==> src/l2pc_pkg.sv <==
package l2pc_pkg;

  // Field and register widths
  localparam int COORD_WIDTH = 32;
  localparam int FRAC_BITS   = 16;
  localparam int IN_W        = 32;
  localparam int TRIG_W      = 16;
  localparam int TRIG_FRAC   = 14;
  localparam int LIM_W       = 31;
  localparam int ADDR_W      = 4;
  localparam int IDX_W       = ADDR_W - 2;

  // Datapath widths
  localparam int PROD_W = IN_W + TRIG_W;       // trig by coordinate product
  localparam int SUM_W  = PROD_W + 1;          // sum of two products
  localparam int UD_W   = PROD_W;              // magnitude of such a sum
  localparam int NUM_W  = UD_W + FRAC_BITS;    // scaled dividend
  localparam int QW     = LIM_W;               // quotient bits kept
  localparam int A_W    = SUM_W - TRIG_FRAC;   // rotated coordinate, coord scale
  localparam int TM_W   = UD_W;                // magnitude of t
  localparam int TH_W   = TM_W / 2;            // low slice of t for the split multiply
  localparam int SH     = FRAC_BITS + TRIG_FRAC;
  localparam int PM_W   = QW + TM_W;           // full slope by t product
  localparam int SP_W   = PM_W - SH + 1;       // scaled signed product
  localparam int U_W    = SP_W + 1;            // intercept before saturation
  localparam int V_W    = QW + 1;              // signed slope

  // Status codes
  localparam logic [1:0] ST_OK        = 2'd0;
  localparam logic [1:0] ST_PARALLEL  = 2'd1;
  localparam logic [1:0] ST_TRANS_OUT = 2'd2;
  localparam logic [1:0] ST_AXIAL_OUT = 2'd3;

  // Register indexes
  localparam logic [IDX_W-1:0] REG_COS       = 2'd0;
  localparam logic [IDX_W-1:0] REG_SIN       = 2'd1;
  localparam logic [IDX_W-1:0] REG_MAX_TRANS = 2'd2;
  localparam logic [IDX_W-1:0] REG_MAX_AXIAL = 2'd3;

  // Reset values
  localparam logic [TRIG_W-1:0] COS_RST       = 16'd16384;
  localparam logic [TRIG_W-1:0] SIN_RST       = 16'd0;
  localparam logic [LIM_W-1:0]  MAX_TRANS_RST = 31'd65536;
  localparam logic [LIM_W-1:0]  MAX_AXIAL_RST = 31'd0;

  // Token handed along the divider chain
  typedef struct packed {
    logic                    vld;
    logic                    par;
    logic                    c_neg;
    logic                    n0_neg;
    logic                    n1_neg;
    logic [UD_W-1:0]         ud;
    logic [UD_W-1:0]         r0;
    logic [UD_W-1:0]         r1;
    logic [QW-1:0]           lo0;
    logic [QW-1:0]           lo1;
    logic [QW-1:0]           q0;
    logic [QW-1:0]           q1;
    logic                    ovf0;
    logic                    ovf1;
    logic                    t_neg;
    logic [TM_W-1:0]         t_mag;
    logic signed [A_W-1:0]   a;
    logic signed [IN_W-1:0]  pz;
  } l2pc_tok_t;

  function automatic logic signed [COORD_WIDTH-1:0] sat_coord(input logic signed [U_W-1:0] v);
    logic signed [U_W-1:0] hi;
    logic signed [U_W-1:0] lo;
    hi = $signed({{(U_W-COORD_WIDTH+1){1'b0}}, {(COORD_WIDTH-1){1'b1}}});
    lo = ~hi;
    if (v > hi) begin
      return {1'b0, {(COORD_WIDTH-1){1'b1}}};
    end else if (v < lo) begin
      return {1'b1, {(COORD_WIDTH-1){1'b0}}};
    end
    return v[COORD_WIDTH-1:0];
  endfunction

endpackage

==> src/l2pc_div_cell.sv <==
module l2pc_div_cell import l2pc_pkg::*; (
  input  logic      clk_i,
  input  logic      rst_ni,
  input  logic      en_i,
  input  l2pc_tok_t tok_i,
  output l2pc_tok_t tok_o
);

  // One restoring step on each lane: bring down a dividend bit, subtract if it fits
  logic [UD_W:0] pr0_w, pr1_w;
  logic          ge0_w, ge1_w;
  l2pc_tok_t     tok_d;

  assign pr0_w = {tok_i.r0, tok_i.lo0[QW-1]};
  assign pr1_w = {tok_i.r1, tok_i.lo1[QW-1]};
  assign ge0_w = pr0_w >= {1'b0, tok_i.ud};
  assign ge1_w = pr1_w >= {1'b0, tok_i.ud};

  always_comb begin
    tok_d     = tok_i;
    tok_d.r0  = ge0_w ? UD_W'(pr0_w - {1'b0, tok_i.ud}) : pr0_w[UD_W-1:0];
    tok_d.r1  = ge1_w ? UD_W'(pr1_w - {1'b0, tok_i.ud}) : pr1_w[UD_W-1:0];
    tok_d.lo0 = tok_i.lo0 << 1;
    tok_d.lo1 = tok_i.lo1 << 1;
    tok_d.q0  = {tok_i.q0[QW-2:0], ge0_w};
    tok_d.q1  = {tok_i.q1[QW-2:0], ge1_w};
  end

  always_ff @(posedge clk_i or negedge rst_ni) begin
    if (!rst_ni) begin
      tok_o <= '0;
    end else if (en_i) begin
      tok_o <= tok_d;
    end
  end

endmodule

==> config.mk <==
export PLATFORM = sky130hd
export DESIGN_NAME = l2pc_div_cell
export DESIGN_NICKNAME = d
export VERILOG_FILES = /design/src/l2pc_pkg.sv /design/src/l2pc_div_cell.sv
export SDC_FILE = /design/constraint.sdc
export NUM_CORES = 1
export LEC_CHECK = 0
export BUFFER_PORTS_ARGS = -buffer_cell sky130_fd_sc_hd__buf_2
export CAP_MARGIN = 20
export CORE_AREA = 4 4 304 306
export DETAILED_ROUTE_END_ITERATION = 10
export DIE_AREA = 0 0 308 310
export REMOVE_ABC_BUFFERS = 1
export SLEW_MARGIN = 10
export SYNTH_ARGS = -nofsm -noshare
export SYNTH_HDL_FRONTEND = slang
export SYNTH_SLANG_ARGS = --single-unit
==> constraint.sdc <==
create_clock -name clk_i -period 1.2 [get_ports clk_i]
set_input_delay 0.18 -clock clk_i [delete_from_list [all_inputs] [get_ports clk_i]]
set_output_delay 0.18 -clock clk_i [all_outputs]
set_load 0.02 [all_outputs]
Word-level counts from Yosys, hierarchy flattened
Index checks and enable logic that the tools add are counted.

Multiplexer cells: 2. Order comparisons: 2. $add $sub $neg: 2.

Operator list (number): 49-bit by 48-bit >= comparator with 1-bit output (2); 48-bit two-way mux (2); 48-bit subtractor (2).

Word-level logic and storage cells: 24. Register bits after elaboration: 389.

Depth between registers and ports, before layout
Depth after elaboration: 2. Gate-level depth with buffers: 15.

Worst setup path after synthesis
No wires, ideal clock.

Path kind: in2reg. Start point: input port tok_i[356] in the netlist's numbering. End point: register tok_o[325] in the netlist's numbering. Data arrival time: 2.775 ns. Stages on the path: 14. Required time: 1.076 ns. Path slack: -1.699 ns. Path through: inv_1 ha_1 buf_2 a21o_1 a31oi_1 a21boi_2 nor4_1 o31a_1 or3_4 a311o_1 buf_2 nand3_1 mux2i_1 a211o_1.

Longest elaborated chain between the ends: 2.

Ends and longest elaborated chain: from (decl) (RTL line l2pc_div_cell.sv:5) `input l2pc_tok_t tok_i,`; 48-bit subtractor or 49-bit by 48-bit >= comparator with 1-bit output (tied branches) (RTL line l2pc_div_cell.sv:21, l2pc_div_cell.sv:16); 48-bit two-way mux (*) (RTL line l2pc_div_cell.sv:21) `tok_d.r0 = ge0_w ? UD_W'(pr0_w - {1'b0, tok_i.ud}) : pr0_w[UD_W-1:0];`; to (signal assigned) (RTL line l2pc_div_cell.sv:33) `tok_o <= tok_d;`; to (decl) (RTL line l2pc_div_cell.sv:6) `output l2pc_tok_t tok_o`.

Mark *: on every way between the ends. The rest lies on a longest branch, timed or not. A chain may end at the register's enable or synchronous reset.

Final worst setup path
Start point: input port tok_i[346] in the netlist's numbering. End point: register tok_o[273] in the netlist's numbering.

Longest elaborated chain between the ends: 2.

Ends and longest elaborated chain: 48-bit subtractor or 49-bit by 48-bit >= comparator with 1-bit output (tied branches) (RTL line l2pc_div_cell.sv:22, l2pc_div_cell.sv:17); 48-bit two-way mux (*) (RTL line l2pc_div_cell.sv:22) `tok_d.r1 = ge1_w ? UD_W'(pr1_w - {1'b0, tok_i.ud}) : pr1_w[UD_W-1:0];`.

Marks and branches as above.

==> metrics.cfg <==
[setup_path]
worstReg2RegStart=tok_o[79]
r2r_cells=3
crit_start=tok_i[346]
endpoint_kind=flop
criticalPathCategory=in2reg
cp-endpoint=tok_o[273]
r2r_slack_ns=0.13
crit_path_start_kind=input pin
crit_arrival_ns=3.07
crit_required_ns=1.72
reg2reg_to=tok_o[79]
crit_fanout=7

[timing]
setup_ws_ns=-1.346
setup_violations=487
slew_viol_final=0
hold_viol_final=0
rsz0062_at_grt=yes
fin_crit_ns=2.546
fmax_mhz=392.7
period_share_pct=212.2
finClkSkew_ns=0

[finish]
utilization_pct=45.41
areaGrowthSynthToFinish_pct=94.95
register_area_um2=9736
layout-drive-gt1-share_pct=52.75
largest_reg_flops=389
regMostFlops=tok_o
fillCellCount=8066
multi_input_area_um2=11500
final_nets=4295
top_regs=tok_o x389

[logic_synthesis]
synth_ff_type=dfrtp_1
synthMuxAreaShare_pct=16.14
synth_top_family_by_area=multiplexers
synth_edf_count=0
synth_top_area_share_pct=46.64
netlist_area_um2=20870
synth_seq_cells=389
synth.distinct_cells=68
synth_top_area_cell=dfrtp_1
synth_warnings=0
yosys.area_share.adder_pct=5.947
synthSimpleGateAreaFrac_pct=10.75
postSynthCellCount=2018
synth_compound_area_share_pct=13.71
synthArstFlopShare_pct=100.0
synth_xor_area_share_pct=3.106
synthTopCellsByArea=dfrtp_1 47%, mux2_2 16%, ha_1 5.8%, nand2_1 4.1%, a21oi_1 3.3%
yosysSeqAreaShare_pct=46.64
synth_common_cells=389 x dfrtp_1, 292 x mux2_2, 229 x nand2_1, 136 x a21oi_1, 129 x nor2_1
yosysMostFrequentCell=dfrtp_1
syn_avg_cell_area_um2=10.34

[clock_tree]
cts_tree=done
htree_levels=2
cts-buffers-inserted=46
clk_latency_ns=0.59
cts.path.max_buffers=3
cts.sinks=389
cts.clk_slew.worst_paths_ns=0.06
cts_root_buf=clkbuf_16

[place]
dpl.hpwl_um=78990
gp_congestion=0.9075
portBuffers=780

[global_routing]
antenna_found_initial=36
grt_overflow=0
grt_pass1_vias=24387
grt_first_pass_wirelength_um=154400
grt_start_max_net_pins=37
grt_use_total_pct=21.32

[pwr]
p_leak_uw=0.01917
power_uw=50520
ir_drop_mv=0.9673
p_sw_share_pct=32.67
clock_power_share_pct=30.6
power_frac_comb_pct=37.6
powerDensity_nw_per_um2=1242
internal_power_uw=34020
pwr-share-seq_pct=31.9
power.switching_uw=16510

[detailed_routing]
drc=0
wl_per_cell_um=21.59
ant_nets=0
vias=23311
drt_wl_total_um=108700
drt-vias-per-instance=4.631
firstDrtPassIters=5
first_iter_violations=1300

[die]
die-width_um=308
design.die.area_um2=95480
ios=785
coreArea_um2=89600
die_h_um=310
initial_core_util_pct=23.29
rows=110

[job]
cap_violations=0

[outcome]
status=finished, violations left
violations=setup timing

[hold_path]
hold_path_class=in2reg

-- worst max-delay path, stage by stage --
cell and delay, ns:
buf_2 0.09, inv_1 0.08, ha_4 0.30, nand3_4 0.08
buf_6 0.14, or4_4 0.47, or4_4 0.42, o41ai_2 0.22
a22oi_1 0.14, o211ai_2 0.12, or2_4 0.20, buf_6 0.10
buf_12 0.12, buf_8 0.13, o2111ai_2 0.13, a41oi_2 0.16
-- area by class of cell --
class,instances,share of cell area [%]
timing repair buffer,1837,39.19
antenna,21,0.1292
sequential,389,23.93
clock buffer,65,3.229
inverter,88,0.8611
multi-input combinational,1441,28.27
clock inverter,17,0.7688
tap,1176,3.617
-- power groups by stage --
stage	clock network (uW)	registers (uW)	logic (uW)
6_report	15400	16100	19000
5_1_grt	16400	16200	20200
4_1_cts	15800	16000	18100
3_5_place_dp	0	15800	13800
3_3_place_gp	0	15800	13700
2_1_floorplan	0	17700	4500
-- repair_timing --
item                       in CTS  in global routing
hold endpoints to repair      771                  0
resized for setup             990                122
buffers inserted              107                 75
pin swaps                      87                 44
gates cloned                    6                  0
hold buffers                  383                  0
setup endpoints to repair     487                487
-- through the flow --
step	TNS (ns)	setup WS (ns)	hold WS (ns)	std cells	cell area, um^2
global placement	-199.85	-2.182	0.08786	4369	29960
finish	-164.74	-1.346	0.05025	5034	40690
global route	-189.11	-1.413	0.05001	5022	40660
detailed placement	-205.59	-2.134	0.09068	4369	29960
CTS	-176.01	-1.275	0.008492	4946	39700
floorplan	-192.38	-2.520	-0.1156	1918	20430
-- how the worst min path moves through the flow --
| stage | cells after the start | startpoint | to |
|---|---|---|---|
| after floorplan | 0 | rst_ni | tok_o[0] |
| after global placement | 1 | rst_ni | tok_o[143] |
| after detailed placement | 1 | rst_ni | tok_o[143] |
| after CTS | 5 | tok_i[338] | tok_o[290] |
| after global routing | 3 | en_i | tok_o[264] |
| final | 4 | tok_i[328] | tok_o[329] |
-- layout by cell type, fill, tap and decap left out, drive strengths merged, types with 4 or more instances in the layout --
| cell | netlist | routed |
|---|---|---|
| nor3 | 19 | 19 |
| o21a | 20 | 20 |
| nand4 | 21 | 21 |
| mux2i | 8 | 8 |
| diode | 0 | 21 |
| a41oi | 4 | 4 |
| nand3b | 4 | 4 |
| ha | 96 | 96 |
| and3 | 22 | 22 |
| o211ai | 8 | 8 |
| a211oi | 8 | 8 |
| or2 | 7 | 7 |
| nor4 | 5 | 5 |
| clkbuf | 85 | 65 |
| nor2 | 130 | 130 |
| dlygate4sd3 | 0 | 383 |
| clkinv | 0 | 5 |
| inv | 88 | 90 |
| nand3 | 37 | 37 |
| o31a | 4 | 4 |
| dfrtp | 389 | 389 |
| and2 | 5 | 5 |
| a31oi | 81 | 81 |
| mux2 | 292 | 292 |
| or3 | 11 | 11 |
| nor2b | 11 | 11 |
| xnor2 | 48 | 48 |
| bufinv | 0 | 8 |
| a21boi | 4 | 4 |
| a21oi | 136 | 136 |
| a21o | 52 | 52 |
| o31ai | 6 | 6 |
| nand2 | 229 | 229 |
| a221oi | 5 | 5 |
| xor2 | 26 | 26 |
| nand2b | 4 | 4 |
| o21bai | 20 | 20 |
| buf | 16 | 1454 |
| o21ai | 83 | 83 |
-- metal layers --
metal,vias to the layer above,global-route usage (%),share of wire (%),routed length (um)
met5,-,0,0.084,91
met4,14,8.905,4.5,4879
met2,859,36.91,49,53500
met3,256,6.071,7.4,8050
met1,11381,24.83,39,42140
li1,10801,-,-,-
-- logic make-up after synthesis --
group,after synthesis
buffers and inverters,189
DFF,389
xor gates and xnor gates,74
adders and majority gates,98
and+or+nand+nor,510
muxes,300
AOI/OAI and AO/OA,457
other,1
No activity file was read; power rests on OpenSTA's default activity.
